File: src/rtl/itp_pkg.sv
// Shared types, codes and helpers for the infix-to-postfix converter.
`default_nettype none

package itp_pkg;

   localparam int STACK_DEPTH_DEF = 16;
   localparam int KIND_W          = 3;
   localparam int VALUE_W         = 31;

   // input token kinds
   localparam logic [KIND_W-1:0] KIND_NUMBER = 3'd0;
   localparam logic [KIND_W-1:0] KIND_PLUS   = 3'd1;
   localparam logic [KIND_W-1:0] KIND_MINUS  = 3'd2;
   localparam logic [KIND_W-1:0] KIND_TIMES  = 3'd3;
   localparam logic [KIND_W-1:0] KIND_DIVIDE = 3'd4;
   localparam logic [KIND_W-1:0] KIND_OPEN   = 3'd5;
   localparam logic [KIND_W-1:0] KIND_CLOSE  = 3'd6;
   localparam logic [KIND_W-1:0] KIND_END    = 3'd7;

   // result kinds
   localparam logic [KIND_W-1:0] OUT_NONE   = 3'd0;
   localparam logic [KIND_W-1:0] OUT_NUMBER = 3'd1;

   // result status codes
   localparam logic [2:0] ST_OK          = 3'd0;
   localparam logic [2:0] ST_MALFORMED   = 3'd1;
   localparam logic [2:0] ST_EXTRA_CLOSE = 3'd2;
   localparam logic [2:0] ST_EXTRA_OPEN  = 3'd3;
   localparam logic [2:0] ST_OVERFLOW    = 3'd4;
   localparam logic [2:0] ST_SKIPPED     = 3'd5;

   typedef enum logic [1:0] {
      S_IDLE,
      S_WORK,
      S_RELOAD
   } state_type;

   typedef struct packed {
      logic [KIND_W-1:0]  token_kind;
      logic [VALUE_W-1:0] number_value;
   } req_item_type;

   typedef struct packed {
      logic [KIND_W-1:0]  out_kind;
      logic [VALUE_W-1:0] out_value;
      logic [2:0]         status;
      logic               last;
   } rsp_item_type;

   function automatic logic is_op(input logic [KIND_W-1:0] k);
      return (k == KIND_PLUS) || (k == KIND_MINUS) || (k == KIND_TIMES) ||
             (k == KIND_DIVIDE);
   endfunction

   function automatic logic [1:0] prec(input logic [KIND_W-1:0] k);
      logic [1:0] p;
      case (k) inside
         KIND_PLUS, KIND_MINUS:   p = 2'd1;
         KIND_TIMES, KIND_DIVIDE: p = 2'd2;
         default:                 p = 2'd0;
      endcase
      return p;
   endfunction

   // popped operator kind -> result kind
   function automatic logic [KIND_W-1:0] op_out_kind(input logic [KIND_W-1:0] k);
      return KIND_W'(k + 3'd1);
   endfunction

   function automatic logic bad_pair(input logic [KIND_W-1:0] p,
                                     input logic [KIND_W-1:0] t);
      return ((p == KIND_NUMBER) && (t == KIND_NUMBER)) ||
             ((p == KIND_OPEN)   && (t == KIND_CLOSE))  ||
             (is_op(p)           && is_op(t))           ||
             ((p == KIND_NUMBER) && (t == KIND_OPEN))   ||
             ((p == KIND_OPEN)   && is_op(t))           ||
             (is_op(p)           && (t == KIND_CLOSE))  ||
             ((p == KIND_CLOSE)  && (t == KIND_NUMBER));
   endfunction

endpackage

`default_nettype wire

File: src/rtl/itp_req_if.sv
// Token request channel: valid/ready handshake with an infix token payload.
`default_nettype none

interface itp_req_if import itp_pkg::*; ();
   logic         valid;
   logic         ready;
   req_item_type data;

   modport source (output valid, output data, input ready);
   modport sink   (input valid, input data, output ready);
endinterface

`default_nettype wire

File: src/rtl/itp_rsp_if.sv
// Result channel: valid/ready handshake with a postfix token payload.
`default_nettype none

interface itp_rsp_if import itp_pkg::*; ();
   logic         valid;
   logic         ready;
   rsp_item_type data;

   modport source (output valid, output data, input ready);
   modport sink   (input valid, input data, output ready);
endinterface

`default_nettype wire

File: src/rtl/infix_to_postfix_converter_unit.sv
// Infix-to-postfix converter: operator stack and pop sequencer.
//
//   Channel   Dir   Payload                                   Handshake
//   req_bus   in    token_kind, number_value                  valid/ready
//   rsp_bus   out   out_kind, out_value, status, last          valid/ready
//
// Each token is accepted, then takes a sequencer step; every operator popped
// is emitted and then the cached second-from-top entry is refilled from the
// stack RAM's registered read port.
// A closing parenthesis that pops its open bracket also passes through the refill state.
// The block accepts one token at a time; the output register lets the next
// token in while the final result still waits. A stalled result holds the
// sequencer. Synchronous reset empties the stack; the RAM needs no clearing.
`default_nettype none

module infix_to_postfix_converter_unit import itp_pkg::*; #(
   parameter int STACK_DEPTH = STACK_DEPTH_DEF
) (
   input wire logic  clock,
   input wire logic  reset,
   itp_req_if.sink   req_bus,
   itp_rsp_if.source rsp_bus
);

   localparam int AW = $clog2(STACK_DEPTH);
   localparam int CW = $clog2(STACK_DEPTH + 1);

   state_type          state_ff, state_in;
   logic [KIND_W-1:0]  tok_kind_ff, tok_kind_in;
   logic [VALUE_W-1:0] tok_value_ff, tok_value_in;
   logic [CW-1:0]      count_ff, count_in;
   logic [KIND_W-1:0]  top_ff, top_in;
   logic [KIND_W-1:0]  below_ff, below_in;
   logic [KIND_W-1:0]  prev_ff, prev_in;
   logic               first_ff, first_in;
   logic               failed_ff, failed_in;
   logic               emitted_ff, emitted_in;
   logic               done_ff, done_in;
   logic               rsp_valid_ff, rsp_valid_in;
   rsp_item_type       rsp_data_ff, rsp_data_in;

   logic               emit_req;
   rsp_item_type       emit_item;
   logic               out_free;
   logic               has_top, top_open, two_plus, full;

   logic               ram_we;
   logic [AW-1:0]      ram_waddr, ram_raddr;
   logic [KIND_W-1:0]  ram_wdata, ram_rdata;

   itp_ram #(
      .WIDTH (KIND_W),
      .DEPTH (STACK_DEPTH)
   ) u_stack (
      .clock   (clock),
      .wr_en   (ram_we),
      .wr_addr (ram_waddr),
      .wr_data (ram_wdata),
      .rd_addr (ram_raddr),
      .rd_data (ram_rdata)
   );

   assign req_bus.ready = (state_ff == S_IDLE);
   assign rsp_bus.valid = rsp_valid_ff;
   assign rsp_bus.data  = rsp_data_ff;

   assign out_free = !rsp_valid_ff || rsp_bus.ready;
   assign has_top  = (count_ff != '0);
   assign top_open = (top_ff == KIND_OPEN);
   assign two_plus = (count_ff >= CW'(2));
   assign full     = (count_ff >= CW'(STACK_DEPTH));

   always_ff @(posedge clock) begin
      if (reset) begin
         state_ff     <= S_IDLE;
         count_ff     <= '0;
         prev_ff      <= KIND_NUMBER;
         first_ff     <= 1'b1;
         failed_ff    <= 1'b0;
         emitted_ff   <= 1'b0;
         done_ff      <= 1'b0;
         rsp_valid_ff <= 1'b0;
      end else begin
         state_ff     <= state_in;
         count_ff     <= count_in;
         prev_ff      <= prev_in;
         first_ff     <= first_in;
         failed_ff    <= failed_in;
         emitted_ff   <= emitted_in;
         done_ff      <= done_in;
         rsp_valid_ff <= rsp_valid_in;
      end
      tok_kind_ff  <= tok_kind_in;
      tok_value_ff <= tok_value_in;
      top_ff       <= top_in;
      below_ff     <= below_in;
      rsp_data_ff  <= rsp_data_in;
   end

   always_comb begin
      state_in     = state_ff;
      tok_kind_in  = tok_kind_ff;
      tok_value_in = tok_value_ff;
      count_in     = count_ff;
      top_in       = top_ff;
      below_in     = below_ff;
      prev_in      = prev_ff;
      first_in     = first_ff;
      failed_in    = failed_ff;
      emitted_in   = emitted_ff;
      done_in      = done_ff;
      emit_req     = 1'b0;
      emit_item    = '0;
      ram_we       = 1'b0;
      ram_waddr    = AW'(count_ff);
      ram_wdata    = tok_kind_ff;
      // entry that becomes second-from-top after a pop
      ram_raddr    = AW'(count_ff - CW'(3));

      unique case (state_ff)
         S_IDLE: begin
            if (req_bus.valid) begin
               tok_kind_in  = req_bus.data.token_kind;
               tok_value_in = req_bus.data.number_value;
               emitted_in   = 1'b0;
               state_in     = S_WORK;
            end
         end

         S_RELOAD: begin
            below_in = ram_rdata;
            state_in = done_ff ? S_IDLE : S_WORK;
         end

         S_WORK: begin
            if (failed_ff) begin
               emit_req  = 1'b1;
               emit_item = '{OUT_NONE, '0, ST_SKIPPED, 1'b1};
               if (tok_kind_ff == KIND_END) begin
                  count_in  = '0;
                  prev_in   = KIND_NUMBER;
                  first_in  = 1'b1;
                  failed_in = 1'b0;
               end
               state_in = S_IDLE;
            end else if (tok_kind_ff == KIND_END) begin
               emit_req = 1'b1;
               if (has_top && !top_open) begin
                  emit_item = '{op_out_kind(top_ff), '0, ST_OK, 1'b0};
                  count_in  = count_ff - CW'(1);
                  top_in    = below_ff;
                  done_in   = 1'b0;
                  state_in  = S_RELOAD;
               end else begin
                  emit_item = '{OUT_NONE, '0, has_top ? ST_EXTRA_OPEN : ST_OK, 1'b1};
                  count_in  = '0;
                  prev_in   = KIND_NUMBER;
                  first_in  = 1'b1;
                  failed_in = 1'b0;
                  state_in  = S_IDLE;
               end
            end else if (!first_ff && bad_pair(prev_ff, tok_kind_ff)) begin
               emit_req  = 1'b1;
               emit_item = '{OUT_NONE, '0, ST_MALFORMED, 1'b1};
               failed_in = 1'b1;
               state_in  = S_IDLE;
            end else if (tok_kind_ff == KIND_NUMBER) begin
               emit_req  = 1'b1;
               emit_item = '{OUT_NUMBER, tok_value_ff, ST_OK, 1'b1};
               prev_in   = tok_kind_ff;
               first_in  = 1'b0;
               state_in  = S_IDLE;
            end else if (tok_kind_ff == KIND_OPEN) begin
               emit_req = 1'b1;
               if (full) begin
                  emit_item = '{OUT_NONE, '0, ST_OVERFLOW, 1'b1};
                  failed_in = 1'b1;
               end else begin
                  emit_item = '{OUT_NONE, '0, ST_OK, 1'b1};
                  ram_we    = 1'b1;
                  count_in  = count_ff + CW'(1);
                  below_in  = top_ff;
                  top_in    = tok_kind_ff;
               end
               prev_in  = tok_kind_ff;
               first_in = 1'b0;
               state_in = S_IDLE;
            end else if (tok_kind_ff == KIND_CLOSE) begin
               if (has_top && !top_open) begin
                  // last pop when the open bracket sits just below
                  emit_req   = 1'b1;
                  emit_item  = '{op_out_kind(top_ff), '0, ST_OK,
                                 two_plus && (below_ff == KIND_OPEN)};
                  count_in   = count_ff - CW'(1);
                  top_in     = below_ff;
                  emitted_in = 1'b1;
                  done_in    = 1'b0;
                  state_in   = S_RELOAD;
               end else if (!has_top) begin
                  emit_req  = 1'b1;
                  emit_item = '{OUT_NONE, '0, ST_EXTRA_CLOSE, 1'b1};
                  failed_in = 1'b1;
                  prev_in   = tok_kind_ff;
                  first_in  = 1'b0;
                  state_in  = S_IDLE;
               end else begin
                  // discard the matching open bracket
                  emit_req  = !emitted_ff;
                  emit_item = '{OUT_NONE, '0, ST_OK, 1'b1};
                  count_in  = count_ff - CW'(1);
                  top_in    = below_ff;
                  prev_in   = tok_kind_ff;
                  first_in  = 1'b0;
                  done_in   = 1'b1;
                  state_in  = S_RELOAD;
               end
            end else begin
               if (has_top && (prec(tok_kind_ff) <= prec(top_ff))) begin
                  emit_req   = 1'b1;
                  emit_item  = '{op_out_kind(top_ff), '0, ST_OK,
                                 !two_plus || (prec(tok_kind_ff) > prec(below_ff))};
                  count_in   = count_ff - CW'(1);
                  top_in     = below_ff;
                  emitted_in = 1'b1;
                  done_in    = 1'b0;
                  state_in   = S_RELOAD;
               end else begin
                  if (full) begin
                     emit_req  = 1'b1;
                     emit_item = '{OUT_NONE, '0, ST_OVERFLOW, 1'b1};
                     failed_in = 1'b1;
                  end else begin
                     emit_req  = !emitted_ff;
                     emit_item = '{OUT_NONE, '0, ST_OK, 1'b1};
                     ram_we    = 1'b1;
                     count_in  = count_ff + CW'(1);
                     below_in  = top_ff;
                     top_in    = tok_kind_ff;
                  end
                  prev_in  = tok_kind_ff;
                  first_in = 1'b0;
                  state_in = S_IDLE;
               end
            end

            // result register still occupied: hold the step
            if (emit_req && !out_free) begin
               state_in   = state_ff;
               count_in   = count_ff;
               top_in     = top_ff;
               below_in   = below_ff;
               prev_in    = prev_ff;
               first_in   = first_ff;
               failed_in  = failed_ff;
               emitted_in = emitted_ff;
               done_in    = done_ff;
               ram_we     = 1'b0;
               emit_req   = 1'b0;
            end
         end

         default: begin
            state_in = S_IDLE;
         end
      endcase

      if (emit_req) begin
         rsp_valid_in = 1'b1;
         rsp_data_in  = emit_item;
      end else begin
         rsp_valid_in = rsp_valid_ff && !rsp_bus.ready;
         rsp_data_in  = rsp_data_ff;
      end
   end

endmodule

`default_nettype wire

File: src/rtl/itp_ram.sv
// Generic single-write, single-read RAM with registered read data.
`default_nettype none

module itp_ram #(
   parameter int WIDTH = 3,
   parameter int DEPTH = 16
) (
   input  wire logic                     clock,
   input  wire logic                     wr_en,
   input  wire logic [$clog2(DEPTH)-1:0] wr_addr,
   input  wire logic [WIDTH-1:0]         wr_data,
   input  wire logic [$clog2(DEPTH)-1:0] rd_addr,
   output logic      [WIDTH-1:0]         rd_data
);

   logic [WIDTH-1:0] mem_ff [DEPTH];
   logic [WIDTH-1:0] rd_data_ff;

   always_ff @(posedge clock) begin
      if (wr_en) begin
         mem_ff[wr_addr] <= wr_data;
      end
      rd_data_ff <= mem_ff[rd_addr];
   end

   assign rd_data = rd_data_ff;

endmodule

`default_nettype wire

File: src/flat_wrapper.sv
// flat-port wrapper written by rule: the top's interface ports become plain ports
module infix_to_postfix_converter_unit_flat import itp_pkg::*;
#(
   parameter int STACK_DEPTH = STACK_DEPTH_DEF
)
  (clock, reset, req_bus_valid, req_bus_data, req_bus_ready, rsp_bus_valid, rsp_bus_data, rsp_bus_ready);
  itp_req_if req_bus_i ();
  itp_rsp_if rsp_bus_i ();
  input wire logic clock;
  input wire logic reset;
  input wire logic [$bits(req_bus_i.valid)-1:0] req_bus_valid;
  input wire logic [$bits(req_bus_i.data)-1:0] req_bus_data;
  output wire logic [$bits(req_bus_i.ready)-1:0] req_bus_ready;
  output wire logic [$bits(rsp_bus_i.valid)-1:0] rsp_bus_valid;
  output wire logic [$bits(rsp_bus_i.data)-1:0] rsp_bus_data;
  input wire logic [$bits(rsp_bus_i.ready)-1:0] rsp_bus_ready;
  assign req_bus_i.valid = req_bus_valid;
  assign req_bus_i.data = req_bus_data;
  assign req_bus_ready = req_bus_i.ready;
  assign rsp_bus_valid = rsp_bus_i.valid;
  assign rsp_bus_data = rsp_bus_i.data;
  assign rsp_bus_i.ready = rsp_bus_ready;
  infix_to_postfix_converter_unit #(.STACK_DEPTH(STACK_DEPTH)) u_core (.clock(clock), .reset(reset), .req_bus(req_bus_i), .rsp_bus(rsp_bus_i));
endmodule
File: config.mk
export PLATFORM = sky130hd
export DESIGN_NAME = infix_to_postfix_converter_unit_flat
export DESIGN_NICKNAME = d
export VERILOG_FILES = /design/src/rtl/itp_pkg.sv /design/src/rtl/itp_req_if.sv /design/src/rtl/itp_rsp_if.sv /design/src/rtl/infix_to_postfix_converter_unit.sv /design/src/rtl/itp_ram.sv /design/src/flat_wrapper.sv
export SDC_FILE = /design/constraint.sdc
export NUM_CORES = 1
export LEC_CHECK = 0
export ABC_AREA = 0
export BUFFER_PORTS_ARGS = -buffer_cell sky130_fd_sc_hd__clkbuf_2
export CAP_MARGIN = 30
export CORE_MARGIN = 2
export CORE_UTILIZATION = 40
export CTS_CLUSTER_DIAMETER = 120
export DETAILED_ROUTE_END_ITERATION = 16
export HOLD_SLACK_MARGIN = 0.05
export SLEW_MARGIN = 10
export SYNTH_ARGS = -nofsm -noshare
export SYNTH_HDL_FRONTEND = slang
export SYNTH_HIERARCHICAL = 1
export SYNTH_SLANG_ARGS = --single-unit
File: constraint.sdc
create_clock -name clock -period 6.3 [get_ports clock]
set_input_delay 0.315 -clock clock [delete_from_list [all_inputs] [get_ports clock]]
set_output_delay 0.315 -clock clock [all_outputs]
set_load 0.03 [all_outputs]
# After elaboration in Yosys (flattened, before gate mapping)
# Memory sizes are Yosys's and may differ from the RTL's. A register that Yosys moved wholly into a read port is not among the register bits.
# Index checks and enable logic that the tools add are counted.
[totals]
reg_bits = 93
output_inout_bits = 40
mem_bits_rw = 48
memories = 1
[mem_list]
columns = ["name", "depth", "width", "read_ports", "rd_ports_with_merged_regs", "write_ports", "line", "text"]
rows = [
  ["u_core.u_stack.mem_ff", 16, 3, 1, 1, 1, "itp_ram.sv:16", "logic [WIDTH-1:0] mem_ff [DEPTH];"],
]
[op_classes]
addsub = 4
bitwise_logic = 3
order_cmp = 4
eq_ne = 46
n_reduce_logical = 57
mux = 171
[op_table]
columns = ["cell", "n"]
rows = [
  ["two-way mux 38 bit", 8],
  ["two-way mux 2 bit", 49],
  ["two-way mux 3 bit", 30],
  ["two-way mux 1 bit", 67],
  ["two-way mux 5 bit", 12],
  ["== test 3 bit, second input constant", 11],
  ["== test 3 x 2 -> 1 bit, second input constant", 8],
  ["inequality test 2 bit, second input constant", 9],
  ["logical OR 1 bit", 14],
  ["AND reduction 7 bit", 2],
  ["OR reduction 2 bit", 7],
  ["logical AND 1 bit", 13],
  ["== test 3 x 1 -> 1 bit, second input constant", 4],
  ["inequality test 6 x 2 -> 1 bit, second input constant", 2],
  ["AND reduction 10 bit", 1],
  ["inequality test 3 x 2 -> 1 bit, second input constant", 3],
  ["AND reduction 9 bit", 1],
  ["two-way mux 4 bit", 2],
  ["AND reduction 8 bit", 1],
  ["logical NOT 1 bit", 7],
  ["logical NOT 3 bit", 2],
  ["inequality test 2 x 1 -> 1 bit, second input constant", 3],
  ["one-hot mux 2 bit (3 select lines)", 1],
  ["one-hot mux 3 bit (2 select lines)", 1],
  ["other kinds (22)", 27],
]

# Logic depth before layout (Yosys ltp)
[depth]
word_depth = 34
ltp_mapped = 12

# Modules after synthesis
# The synthesis kept the hierarchy.
[modules_own_cells]
columns = ["mod", "cells_each", "seq_area_each_um2", "area_each_um2", "n_inst"]
rows = [
  ["infix_to_postfix_converter_unit", 387, 2642.5, 4604.4, 1],
  ["itp_ram", 103, 1501.4, 2011.9, 1],
]

# Worst setup path before layout
# Ideal clock, no wire load.
[synth_path]
kind = "reg-to-reg"
startpoint = "reg u_core.tok_kind_ff[0], in the netlist u_core/ram_wdata[0]"
endpoint = "reg u_core.rsp_data_ff, in the netlist u_core/rsp_bus.data[0], enable pin"
path_stages_with_launch = 11
path_slack_ps = 1835
t_arrival_ps = 4032
period_less_slack_ps = 4465
path_cell_list = "edfxtp_1 > buf_4 > clkbuf_1 > or3_1 > o21ai_0 > ha_1 > nand4_1 > o211ai_1 > o21ai_2 > o21ai_0 > nor2_1"
[synth_via]
elab_chain_cells = 24
[synth_lines]
columns = ["element", "line", "text"]
rows = [
  ["start, declared", "infix_to_postfix_converter_unit.sv:29", "logic [KIND_W-1:0] tok_kind_ff, tok_kind_in;"],
  ["start signal, assigned", "infix_to_postfix_converter_unit.sv:93", "tok_kind_ff <= tok_kind_in;"],
  ["== test 3 bit / == test 3 x 2 -> 1 bit (equally long branches)", "itp_pkg.sv:52, infix_to_postfix_converter_unit.sv:218, itp_pkg.sv:51", ""],
  ["OR reduction 2 bit", "itp_pkg.sv:57", "case (k) inside"],
  ["two-way mux 2 bit (2 in series)", "itp_pkg.sv:57", ""],
  ["two-way mux 2 bit", "infix_to_postfix_converter_unit.sv:188", "end else if (tok_kind_ff == KIND_CLOSE) begin"],
  ["two-way mux 2 bit", "infix_to_postfix_converter_unit.sv:173", "end else if (tok_kind_ff == KIND_OPEN) begin"],
  ["two-way mux 2 bit", "infix_to_postfix_converter_unit.sv:167", "end else if (tok_kind_ff == KIND_NUMBER) begin"],
  ["two-way mux 2 bit", "infix_to_postfix_converter_unit.sv:162", "end else if (!first_ff && bad_pair(prev_ff, tok_kind_ff)) begin"],
  ["two-way mux 2 bit", "infix_to_postfix_converter_unit.sv:146", "end else if (tok_kind_ff == KIND_END) begin"],
  ["[... 8 more ...]", "-", ""],
  ["two-way mux 1 bit", "infix_to_postfix_converter_unit.sv:162", ""],
  ["two-way mux 1 bit *", "infix_to_postfix_converter_unit.sv:146", ""],
  ["two-way mux 1 bit *", "infix_to_postfix_converter_unit.sv:136", "if (failed_ff) begin"],
  ["two-way mux 1 bit *", "infix_to_postfix_converter_unit.sv:120", "unique case (state_ff)"],
  ["logical AND 1 bit", "infix_to_postfix_converter_unit.sv:247", "if (emit_req && !out_free) begin"],
  ["two-way mux 1 bit *", "infix_to_postfix_converter_unit.sv:247", ""],
  ["two-way mux 1 bit *", "infix_to_postfix_converter_unit.sv:120", ""],
  ["via u_core.emit_req", "infix_to_postfix_converter_unit.sv:42", "logic emit_req;"],
  ["end signal, assigned", "infix_to_postfix_converter_unit.sv:97", "rsp_data_ff <= rsp_data_in;"],
  ["end, declared", "infix_to_postfix_converter_unit.sv:40", "rsp_item_type rsp_data_ff, rsp_data_in;"],
]
# The timed path passes the listed nets; every way through them passes the cells marked *. The select of a mux whose other input is x is not followed.
# A chain may end at the register's enable or synchronous reset.

# Final worst setup path
[layout_path]
startpoint = "reg u_core.tok_kind_ff[2], in the netlist u_core/ram_wdata[2]"
endpoint = "mem u_core.u_stack.mem_ff[0][0], enable pin"
[layout_via]
elab_chain_cells = 26
[layout_lines]
columns = ["element", "line", "text"]
rows = [
  ["== test 3 bit / == test 3 x 2 -> 1 bit (equally long branches)", "itp_pkg.sv:52, infix_to_postfix_converter_unit.sv:218, itp_pkg.sv:51", ""],
  ["OR reduction 2 bit", "itp_pkg.sv:57", ""],
  ["two-way mux 2 bit (2 in series)", "itp_pkg.sv:57", ""],
  ["two-way mux 2 bit", "infix_to_postfix_converter_unit.sv:188", ""],
  ["two-way mux 2 bit", "infix_to_postfix_converter_unit.sv:173", ""],
  ["two-way mux 2 bit", "infix_to_postfix_converter_unit.sv:167", ""],
  ["two-way mux 2 bit", "infix_to_postfix_converter_unit.sv:162", ""],
  ["two-way mux 2 bit", "infix_to_postfix_converter_unit.sv:146", ""],
  ["[... 10 more ...]", "-", ""],
  ["two-way mux 1 bit", "infix_to_postfix_converter_unit.sv:136", ""],
  ["two-way mux 1 bit", "infix_to_postfix_converter_unit.sv:120", ""],
  ["logical AND 1 bit", "infix_to_postfix_converter_unit.sv:247", ""],
  ["two-way mux 1 bit *", "infix_to_postfix_converter_unit.sv:247", ""],
  ["two-way mux 1 bit *", "infix_to_postfix_converter_unit.sv:120", ""],
  ["via u_core.ram_we", "infix_to_postfix_converter_unit.sv:47", "logic ram_we;"],
  ["two-way mux 1 bit *", "itp_ram.sv:20", "if (wr_en) begin"],
  ["two-way mux 1 bit (not written as such) *", "itp_ram.sv:21", "mem_ff[wr_addr] <= wr_data;"],
  ["end, declared", "itp_ram.sv:16", ""],
]
# Marked as above.

==> results by group <==
Run status
  • Status: completed

Global routing
  • First-pass GRT wire length: 23870 um
  • Initial antenna violation count: 0
  • GRT Total Usage: 17.63%
  • Vias in the first global route: 4453
  • Largest net degree at the start of global routing: 36
  • GRT overflow: 0

Timing
  • RSZ-0062 raised after global routing: no
  • Clock Skew: 0.01023 ns
  • Fin Setup TNS: 0 ns
  • Slew Limit Fails: 0
  • Slew headroom: 47.16%
  • Hold Vio Cnt, Final: 0
  • Crit path time final: 4.247 ns
  • Worst-Margin Slew: 0.7910 ns
  • Fmax achieved: 235.4 MHz
  • Final worst-path cycle share: 67.42%
  • Final setup vio count: 0

Critical path
  • Worst EP required: 6.37 ns
  • Setup crit start kind: flop
  • Worst-path maximum fanout: 33
  • CP endpoint kind: flop
  • Worst Path Arrival: 4.32 ns
  • Crit Path Class: flop to flop

Synthesis
  • Synth Register Bits: 144
  • Syn. warnings: 6
  • Async set-reset flop share out of synthesis: 0%
  • Seq/Total Area, Yosys: 62.63%
  • Yosys top cell area share: 57.19%
  • Syn nets: 538
  • Post-Synthesis Cells: 490
  • Synth top area cells: edfxtp_1, dfxtp_1, and2_1, mux4_1, ha_1
  • Post-Syn Area: 6616 sq um
  • Syn avg cell area: 13.50 sq um
  • Cell variety after synth: 76
  • Number of synthesized flops with an enable pin: 126
  • Synth area leader: edfxtp_1
  • Primary FF master, synth: edfxtp_1

Final layout
  • Fill count: 1474
  • Design Area, Final: 7928 sq um
  • Ant. Diodes: 0
  • Nets: 636
  • Area growth, synth to finish: 19.82%
  • Share of layout cells above drive strength 1: 23.83%

Clocking
  • CTS tree: built
  • Clock Latency Late Sink: 0.42 ns
  • CTS resizes: 0
  • CTS Sinks: 144
  • Num CTS Buffers: 17
  • H-tree depth: 4
  • Largest buffer count on any clock path: 2
  • Clk root buf: clkbuf_16
  • Clock transition at path regs: 0.06 ns

Floorplanning
  • DIE AREA: 17590 sq um
  • I/O pins: 78
  • Core ar.: 16350 sq um
  • Starting density of the core: 40.47%
  • Die width: 132.6 um
  • Chip height: 132.6 um
  • Rows: 47

Drt
  • Routed vias/inst: 5.376
  • DR pass1 iterations: 5
  • Routed vias: 4408
  • Avg WL per Cell: 18.21 um
  • Post-Route WL: 14930 um
  • Drt drc: 0
  • 1st-iter DRT viols: 473
  • Post-route ant nets: 0

Place
  • Gpl congestion: 0.8864
  • Placed Area: 7248 sq um
  • Port Buffers: 77
  • HPWL after DPL: 10120 um

Min path
  • Hold Path Class: input pin to flop

Power and ir drop
  • Pleak: 2.849 nW
  • Power per cell area: 299.0 nW/um^2
  • Worst VDD drop: 0.1914 mV

Job
  • Max-cap violations: 0
worst max-delay path, stage by stage (launching register included):
cell and delay [ns]:
edfxtp_1 0.32, buf_4 0.33, inv_1 0.21, or3_1 0.34
o21ai_0 0.13, ha_1 0.22, inv_1 0.05, a211o_2 0.30
nand3_2 0.10, o31ai_2 0.14, a2111oi_1 0.63, buf_4 0.24
or3b_2 0.50, nor3_1 0.36
logic make-up after synthesis:
logic type	synth area share [%]
AND/OR/NAND/NOR	15.34
flip-flops	62.63
AO/OA/AOI/OAI	10.97
buffers and inverters	2.458
multiplexers	5.919
adder cells (fa/ha/maj)	1.891
XOR/XNOR	0.7942
state kept, by name (all words and copies together), names as in the netlist, 2 cells and up:
| signal | cells |
|---|---|
| u_core/tok_value_ff | 31 |
| u_core/below_ff | 3 |
| u_core/rsp_bus.data | 38 |
| u_core/prev_ff | 3 |
| u_core/u_stack/rd_data | 3 |
| u_core/u_stack/mem_ff | 48 |
| u_core/state_ff | 2 |
| u_core/top_ff | 3 |
| u_core/count_ff | 5 |
| u_core/ram_wdata | 3 |
final cells by class:
class,count,area (sq um),area share (%)
Clock buffer,18,429.2,5.414
Inverter,14,52.55,0.6629
Tap cell,220,275.3,3.472
Clock inverter,13,90.09,1.136
Multi-Input combinational cell,310,2318,29.25
Timing Repair Buffer,101,618.1,7.797
Sequential cell,144,4144,52.27
path summary, 6_finish.rpt:
check                       from                          end  slack, ns  cells past startpoint
max          u_core/ram_wdata[2]  u_core/u_stack/mem_ff[0][0]       2.05                     13
min reg2reg    u_core/emitted_ff            u_core/emitted_ff       0.50                      2
max reg2reg  u_core/ram_wdata[2]  u_core/u_stack/mem_ff[0][0]       2.05                     13
min             req_bus_data[12]      u_core/tok_value_ff[12]       0.07                      1
repair_timing:
action / 4_1_cts / 5_1_grt
endpoints found under the hold margin: 16 / 0
hold buffers: 16 / 0
setup buffers: 0 / 0
power breakdown:
part | leakage (nW) | internal, W | switching (W)
combinational | 1.30 | 0.000129 | 0.000225
clock | 0.245 | 0.000500 | 0.000391
sequential | 1.31 | 0.00110 | 0.0000294
total | 2.85 | 0.00172 | 0.000645
layout by cell type (no fill, tap or decap), types with 3 or more instances in the layout:
master,instances
a21oi_1,16
and2_1,35
mux4_2,4
ha_1,10
o21ai_0,12
edfxtp_1,126
clkbuf_2,77
nor3_1,16
a211oi_1,4
nand3_1,15
mux2i_1,8
nand2_1,33
inv_1,14
nand4_1,7
xor2_1,4
nor2_1,31
clkinvlp_4,4
o21a_1,5
nor4b_1,3
clkbuf_16,17
nand2b_1,11
dfxtp_1,18
a21o_1,4
buf_4,7
nor4_1,3
nand3b_1,3
clkinv_2,3
and3_1,4
nor2b_1,5
dlygate4sd3_1,16
or3_1,4
a31oi_1,4
mux4_1,8
o31ai_1,4
metal layers:
layer / vias up / global-route usage (%) / wire length (um) / share of wire [%]
li1: 2073 / - / - / -
met1: 2144 / 22.70 / 6456 / 43
met2: 160 / 28.93 / 7324 / 49
met3: 31 / 3.180 / 750 / 5.0
met4: 0 / 8.483 / 403 / 2.7
met5: - / 0 / 0 / 0
per-stage QoR:
| step | hold WS [ns] | util, % | instances | total power, W | worst slack (ns) |
|---|---|---|---|---|---|
| final | 0.07120 | 48.49 | 820 | 0.002370 | 2.053 |
| after global placement | 0.4811 | 44.21 | 772 | 0.001478 | 2.298 |
| after global routing | 0.05758 | 48.49 | 820 | 0.002467 | 1.863 |
| after detailed placement | 0.4905 | 44.34 | 773 | 0.001488 | 2.233 |
| after CTS | 0.05001 | 48.49 | 820 | 0.002391 | 2.179 |
| after floorplan | 0.4139 | - | 490 | 0.001387 | 1.835 |
cells in the mapped netlist, drive strengths merged (4+ instances only):
master / n
a211oi: 6
a21o: 4
a21oi: 18
a22oi: 4
a31oi: 4
and2: 35
and3: 4
buf: 11
clkbuf: 11
dfxtp: 18
edfxtp: 126
ha: 10
inv: 14
mux2i: 8
mux4: 12
nand2: 34
nand2b: 12
nand3: 16
nand4: 7
nor2: 33
nor2b: 5
nor3: 17
nor4: 4
nor4b: 4
o21a: 5
o21ai: 16
o31ai: 5
or3: 4
xor2: 4
Note: power is estimated with default switching activity, not from simulation.
